<file path="src/rtl/core/ple_pkg.sv">
// Shared constants, codes and types of the positional list engine.
package ple_pkg;

	localparam int DEPTH  = 64;
	localparam int CNT_W  = $clog2(DEPTH + 1);
	localparam int CMD_W  = 2;
	localparam int POS_W  = 7;
	localparam int VAL_W  = 32;
	localparam int STAT_W = 2;
	localparam int LEN_W  = 7;
	localparam int CMP_W  = (CNT_W > POS_W) ? CNT_W : POS_W;
	localparam int GRP    = 8;
	localparam int NGRP   = (DEPTH + GRP - 1) / GRP;

	typedef enum logic [CMD_W-1:0] {
		CMD_INSERT = 2'd0,
		CMD_DELETE = 2'd1,
		CMD_GET    = 2'd2
	} cmd_t;

	typedef enum logic [STAT_W-1:0] {
		ST_OK      = 2'd0,
		ST_BAD_POS = 2'd1,
		ST_FULL    = 2'd2
	} status_t;

	typedef enum logic [1:0] {
		S_IDLE,
		S_EXEC,
		S_REDUCE
	} state_t;

	// Control broadcast to every cell of the chain.
	typedef struct packed {
		logic                    shift_ins;
		logic                    shift_del;
		logic                    sel_en;
		logic [CMP_W-1:0]        pos;
		logic signed [VAL_W-1:0] value;
	} bcast_t;

endpackage

</file>
<file path="src/rtl/core/ple_cell.sv">
// One list slot: holds an entry, shifts with its neighbors and drives the read bus.
module ple_cell (
	input  logic                            clk,
	input  ple_pkg::bcast_t                 bcast,
	input  logic [ple_pkg::CMP_W-1:0]       slot,
	input  logic signed [ple_pkg::VAL_W-1:0] left_data,
	input  logic signed [ple_pkg::VAL_W-1:0] right_data,
	output logic signed [ple_pkg::VAL_W-1:0] data,
	output logic signed [ple_pkg::VAL_W-1:0] rd_data
);
	import ple_pkg::*;

	logic signed [VAL_W-1:0] entry_q;
	logic                    hit;
	logic                    after;

	// slot is this cell's one-based position in the list.
	assign hit   = (slot == bcast.pos);
	assign after = (slot > bcast.pos);

	always_ff @(posedge clk) begin
		if (bcast.shift_ins) begin
			if (hit) begin
				entry_q <= bcast.value;
			end else if (after) begin
				entry_q <= left_data;
			end
		end else if (bcast.shift_del) begin
			if (hit || after) begin
				entry_q <= right_data;
			end
		end
	end

	assign data    = entry_q;
	assign rd_data = (bcast.sel_en && hit) ? entry_q : '0;

endmodule

</file>
<file path="config.mk">
export PLATFORM = sky130hd
export DESIGN_NAME = ple_cell
export DESIGN_NICKNAME = d
export VERILOG_FILES = /design/src/rtl/core/ple_pkg.sv /design/src/rtl/core/ple_cell.sv
export SDC_FILE = /design/constraint.sdc
export NUM_CORES = 1
export LEC_CHECK = 0
export ABC_AREA = 1
export BUFFER_PORTS_ARGS = -buffer_cell sky130_fd_sc_hd__clkbuf_2
export CAP_MARGIN = 20
export CORE_MARGIN = 3
export CORE_UTILIZATION = 42
export DETAILED_ROUTE_END_ITERATION = 8
export PLACE_DENSITY = 0.84
export SYNTH_ARGS = -nofsm -noshare
export SYNTH_HDL_FRONTEND = slang
export SYNTH_SLANG_ARGS = --single-unit
export TNS_END_PERCENT = 20
</file>
<file path="constraint.sdc">
create_clock -name clk -period 3.5 [get_ports clk]
set_input_delay 0.35 -clock clk [delete_from_list [all_inputs] [get_ports clk]]
set_output_delay 0.35 -clock clk [all_outputs]
set_load 0.01 [all_outputs]
</file>
# Word-level counts from Yosys, hierarchy flattened

Cells that the tools add are included.

Latch bits: 0
Logic and storage cells: 15
Memories kept: 0
Flip-flop bits (word level): 32
Memory bits (writable): 0
Bits in read-only memories: 0

$lt $le $gt $ge: 1
Bitwise logic cells: 0
Reductions and logical operators: 5
Multipliers: 0
$add $sub $neg: 0
Shift-type cells: 0
Mux-type cells: 6
Divide/modulo/power cells: 0
Equality and inequality tests: 2

Operators with widths:

| operator           | count |
|---|---|
| $mux 32            | 6 |
| $eq 7x7->1         | 1 |
| $gt 7x7->1         | 1 |
| $reduce_bool 2->1  | 2 |
| $ne 3x1->1 const B | 1 |
| $reduce_and 3->1   | 1 |
| $logic_and 1x1->1  | 1 |
| $logic_or 1x1->1   | 1 |

# Logic depth before layout (Yosys ltp)

Depth after elaboration: 5
Depth in mapped cells: 9

# Worst setup path before layout

OpenSTA, ideal clock, no wires.

Kind: input-to-reg
From: input port bcast[34] in the netlist's numbering
To: register entry_q[0] (netlist: data[0]) (enable)
Data arrival time: 2.490 ns
Cell stages on the path: 8
Library setup time: 0.422 ns
Setup slack: 0.588 ns
Required time: 3.078 ns
Path through: inv_1 > ha_1 > nand2_2 > nor2_8 > nand2_4 > nand3_1 > nor2_1 > nor2_1

Longest elaborated chain between the ends: 4
Elaborated cells on any way between the ends: 6
Classes of those cells: order compare: 1; eq/ne: 2; reduce/logical: 3

RTL lines:

| what                                     | line                           | text |
|---|---|---|
| start, declared                          | ple_cell.sv:4                  | `input ple_pkg::bcast_t bcast,` |
| $gt 7x7->1 or $eq 7x7->1 (tied branches) | ple_cell.sv:19, ple_cell.sv:18 |  |
| $logic_or 1x1->1                         | ple_cell.sv:29                 | `if (hit \|\| after) begin` |
| $reduce_bool 2->1 (no line)              | -                              |  |
| $reduce_and 3->1 (no line) (*)           | -                              |  |
| end signal, assigned                     | ple_cell.sv:24                 | `entry_q <= bcast.value;` |
| end signal, assigned                     | ple_cell.sv:26                 | `entry_q <= left_data;` |
| end signal, assigned                     | ple_cell.sv:30                 | `entry_q <= right_data;` |
| end, declared                            | ple_cell.sv:13                 | `logic signed [VAL_W-1:0] entry_q;` |

Every way passes the cells marked *; elsewhere a longest branch is shown, timed or not.
A chain may end at the register's enable or synchronous reset.

# Final worst setup path

From: input port bcast[35] in the netlist's numbering
To: output port rd_data[11] in the netlist's numbering

Longest elaborated chain between the ends: 3

RTL lines:

| what              | line           | text |
|---|---|---|
| $eq 7x7->1        | ple_cell.sv:18 | `assign hit = (slot == bcast.pos);` |
| $logic_and 1x1->1 | ple_cell.sv:36 | `assign rd_data = (bcast.sel_en && hit) ? entry_q : '0;` |
| $mux 32           | ple_cell.sv:36 |  |
| end, declared     | ple_cell.sv:9  | `output logic signed [ple_pkg::VAL_W-1:0] rd_data` |

No other way between the ends.

==> impl_metrics.csv <==
group,metric,value,unit
global_routing,grt-ovfl-total,0,
synth,syn_nets,467,
global_routing,antenna_found_initial,0,
critical_path,required,3.15,ns
sta,tightest_slew,0.610,ns
die,die-area,0.00693,mm2
power_and_ir_drop,power,1.17,mW
clock_network,post_cts_buffers,0,
sta,setup_tns,0,ns
clock_network,clk_path_buf_depth,2,
sta,max_freq,381,MHz
sta,maxSlewViolCount,0,
synth,synth_top_area_share,0.384,
sta,rsz0062_at_grt,"no",
run,drv_cap,0,
sta,max_slew_margin,0.593,
power_and_ir_drop,powerDensity,334,mW/mm2
synth,synth_common_cells,"inv_1 (105), nor2_1 (40), nand2_1 (39)",
critical_path,crit_path_end_kind,"output pin",
place,placed_area,0.00340,mm2
die,initial_core_util,0.444,
critical_path,crit_arrival,2.27,ns
synth,syn_area_per_cell,7.24,um2
critical_path,slowest_stage,"nand3_2",
synth,syn-cell-area,0.00250,mm2
sta,worst_slack,0.875,ns
critical_path,crit_fanout,32,
layout,num_antenna_cells,0,
synth,synth.most_common_cell,"inv_1",
clock_network,cts.sinks,32,
critical_path,crit_path_max_incr_delay,0.56,ns
global_routing,grt_pass1_vias,2507,
route,viasPerCell,4.60,
sta,period_minus_slack,2.62,ns
run_status,outcome,"finished clean",
global_routing,grt_first_pass_wirelength,11.2,mm
layout,finalInstanceArea,0.00351,mm2
worst_hold_path,min_path_type,"primary input to flop",
route,wl_per_cell,12.2,um
place,hpwl,5.92,mm
synth,synth_edf_count,32,
synth,yosys.area_share.xor_xnor,0,
clock_network,clkTransAtPathRegs,0.07,ns
route,drt_iter0_drc,95,
place,portBuffers,177,
die,placeableCoreArea,0.00564,mm2
synth,synth_ff_type,"edfxtp_1",
synth,ys_ff_latch,32,
critical_path,crit_family,"simple AND/OR/NAND/NOR gates",
layout,drive_gt1_frac,0.379,
sta,holdWs,0.390,ns
critical_path,cp_cell_sequence,"clkbuf_2 -> inv_1 -> ha_1 -> nand2_1 -> nor2_8 -> nand3_2 -> nor2_1 -> clkbuf_2",
synth,yosysSeqAreaShare,0.384,
power_and_ir_drop,p_leak,2.17,nW
critical_path,cpMostUsedCell,"clkbuf_2",
critical_path,cp-start-kind,"primary input",
route,routed_wl,7.16,mm
critical_path,worst-setup-path-type,"primary input to output pin",
global_routing,grt_max_degree,39,
clock_network,hold_buffers,0,
die,rows,27,
synth,synthCells,346,
global_routing,track_usage,0.198,
layout,filler_cell_count,501,
clock_network,ctsHtreeMaxLevel,2,
synth,async_flop_share,0,
synth,synth_largest_area_cell,"edfxtp_1",
layout,fin_cells,589,
die,fp.dieW,83.2,um
sta,setup_viol,0,
die,io_pins,178,
clock_network,cts.repair.resized,0,
clock_network,cts_made_buffers,5,
layout,fin_util,0.622,
clock_network,cts_tree,"done",
die,die_h,83.2,um
layout,fin_nets,637,
sta,hold_viol,0,
synth,synth.distinct_cells,20,
place,place_congestion,0.899,
route,num_vias,2708,
place,post-place-ws,0.843,ns
synth,synth_area_leaders,"edfxtp_1 (38%), inv_1 (16%), nand3b_1 (9.3%)",
layout,largest_reg_flops,32,
synth,synth_top_family_by_area,"simple AND/OR/NAND/NOR gates",
critical_path,cp_num_buf_inv,3,
layout,areaGrowthSynthToFinish,40.2,%
synth,synth_warnings,0,
clock_network,root_buffer,"clkbuf_8",
place,dpl.cell_count,581,
sta,period_share,0.750,
route,drc,0,
synth,yosys.area_share.simple,0.314,
power_and_ir_drop,ir_worst_vdd,0.184,mV
synth,yosys-mux-area-fraction,0,
synth,synthAdderAreaFrac,0.0350,
route,final_antenna_net_count,0,
route,drtPass1Iterations,4,
synth,synth_compound_area_frac,0.0619,
[cells in the final DEF (no fill, tap or decap)]
master       n
clkbuf_2   177
inv_1      105
nand2_1     39
nor2_1      39
nand3_1     34
edfxtp_1    32
nand3b_1    31
o21ai_1     30
ha_1         7
clkbuf_8     5
buf_4        5
nand2_2      2
nor2_8       2
clkinv_1     2
nand2_4      1
o21ai_0      1
nand3_2      1
nor2_4       1
or2_2        1
and2_1       1
bufinv_16    1
[cell type report]
cell class | instances | area, um2 | area share
Tap cell | 72 | 90.1 | 0.0257
Inverter | 105 | 394 | 0.112
Multi-Input combinational cell | 190 | 1040 | 0.295
Timing Repair Buffer | 182 | 923 | 0.263
Clock inverter | 3 | 37.5 | 0.0107
Clock buffer | 5 | 68.8 | 0.0196
Sequential cell | 32 | 961 | 0.274
[power by group]
group / total, mW / switching, mW / internal, mW
logic: 0.313 / 0.177 / 0.136
clock network: 0.330 / 0.124 / 0.207
registers: 0.530 / 0.0330 / 0.497
[cells by family (layout without fill, tap and decap cells)]
kind of cell / Yosys count / count (layout)
buffers and inverters: 124 / 295
adder cells (fa/ha/maj): 7 / 7
flip-flops: 32 / 32
AO/OA/AOI/OAI: 31 / 31
AND/OR/NAND/NOR: 152 / 152
[final timing paths]
check	cells past startpoint	slack, ns	to	start
setup / recovery	8	0.88	rd_data[11]	bcast[35]
hold / removal	3	0.39	data[5]	right_data[5]
[tightest hold or removal path, stage by stage]
cell,delay [ns]
clkbuf_2,0.07
inv_1,0.03
o21ai_1,0.10
[routing by layer]
layer | global-route usage | wire (um) | vias to the layer above
met5 | 0 | 0 | -
met4 | 0.0802 | 141 | 0
met3 | 0.0397 | 505 | 12
met2 | 0.356 | 3790 | 124
met1 | 0.227 | 2720 | 1180
li1 | - | - | 1392
No activity file was read; power rests on OpenSTA's default activity.
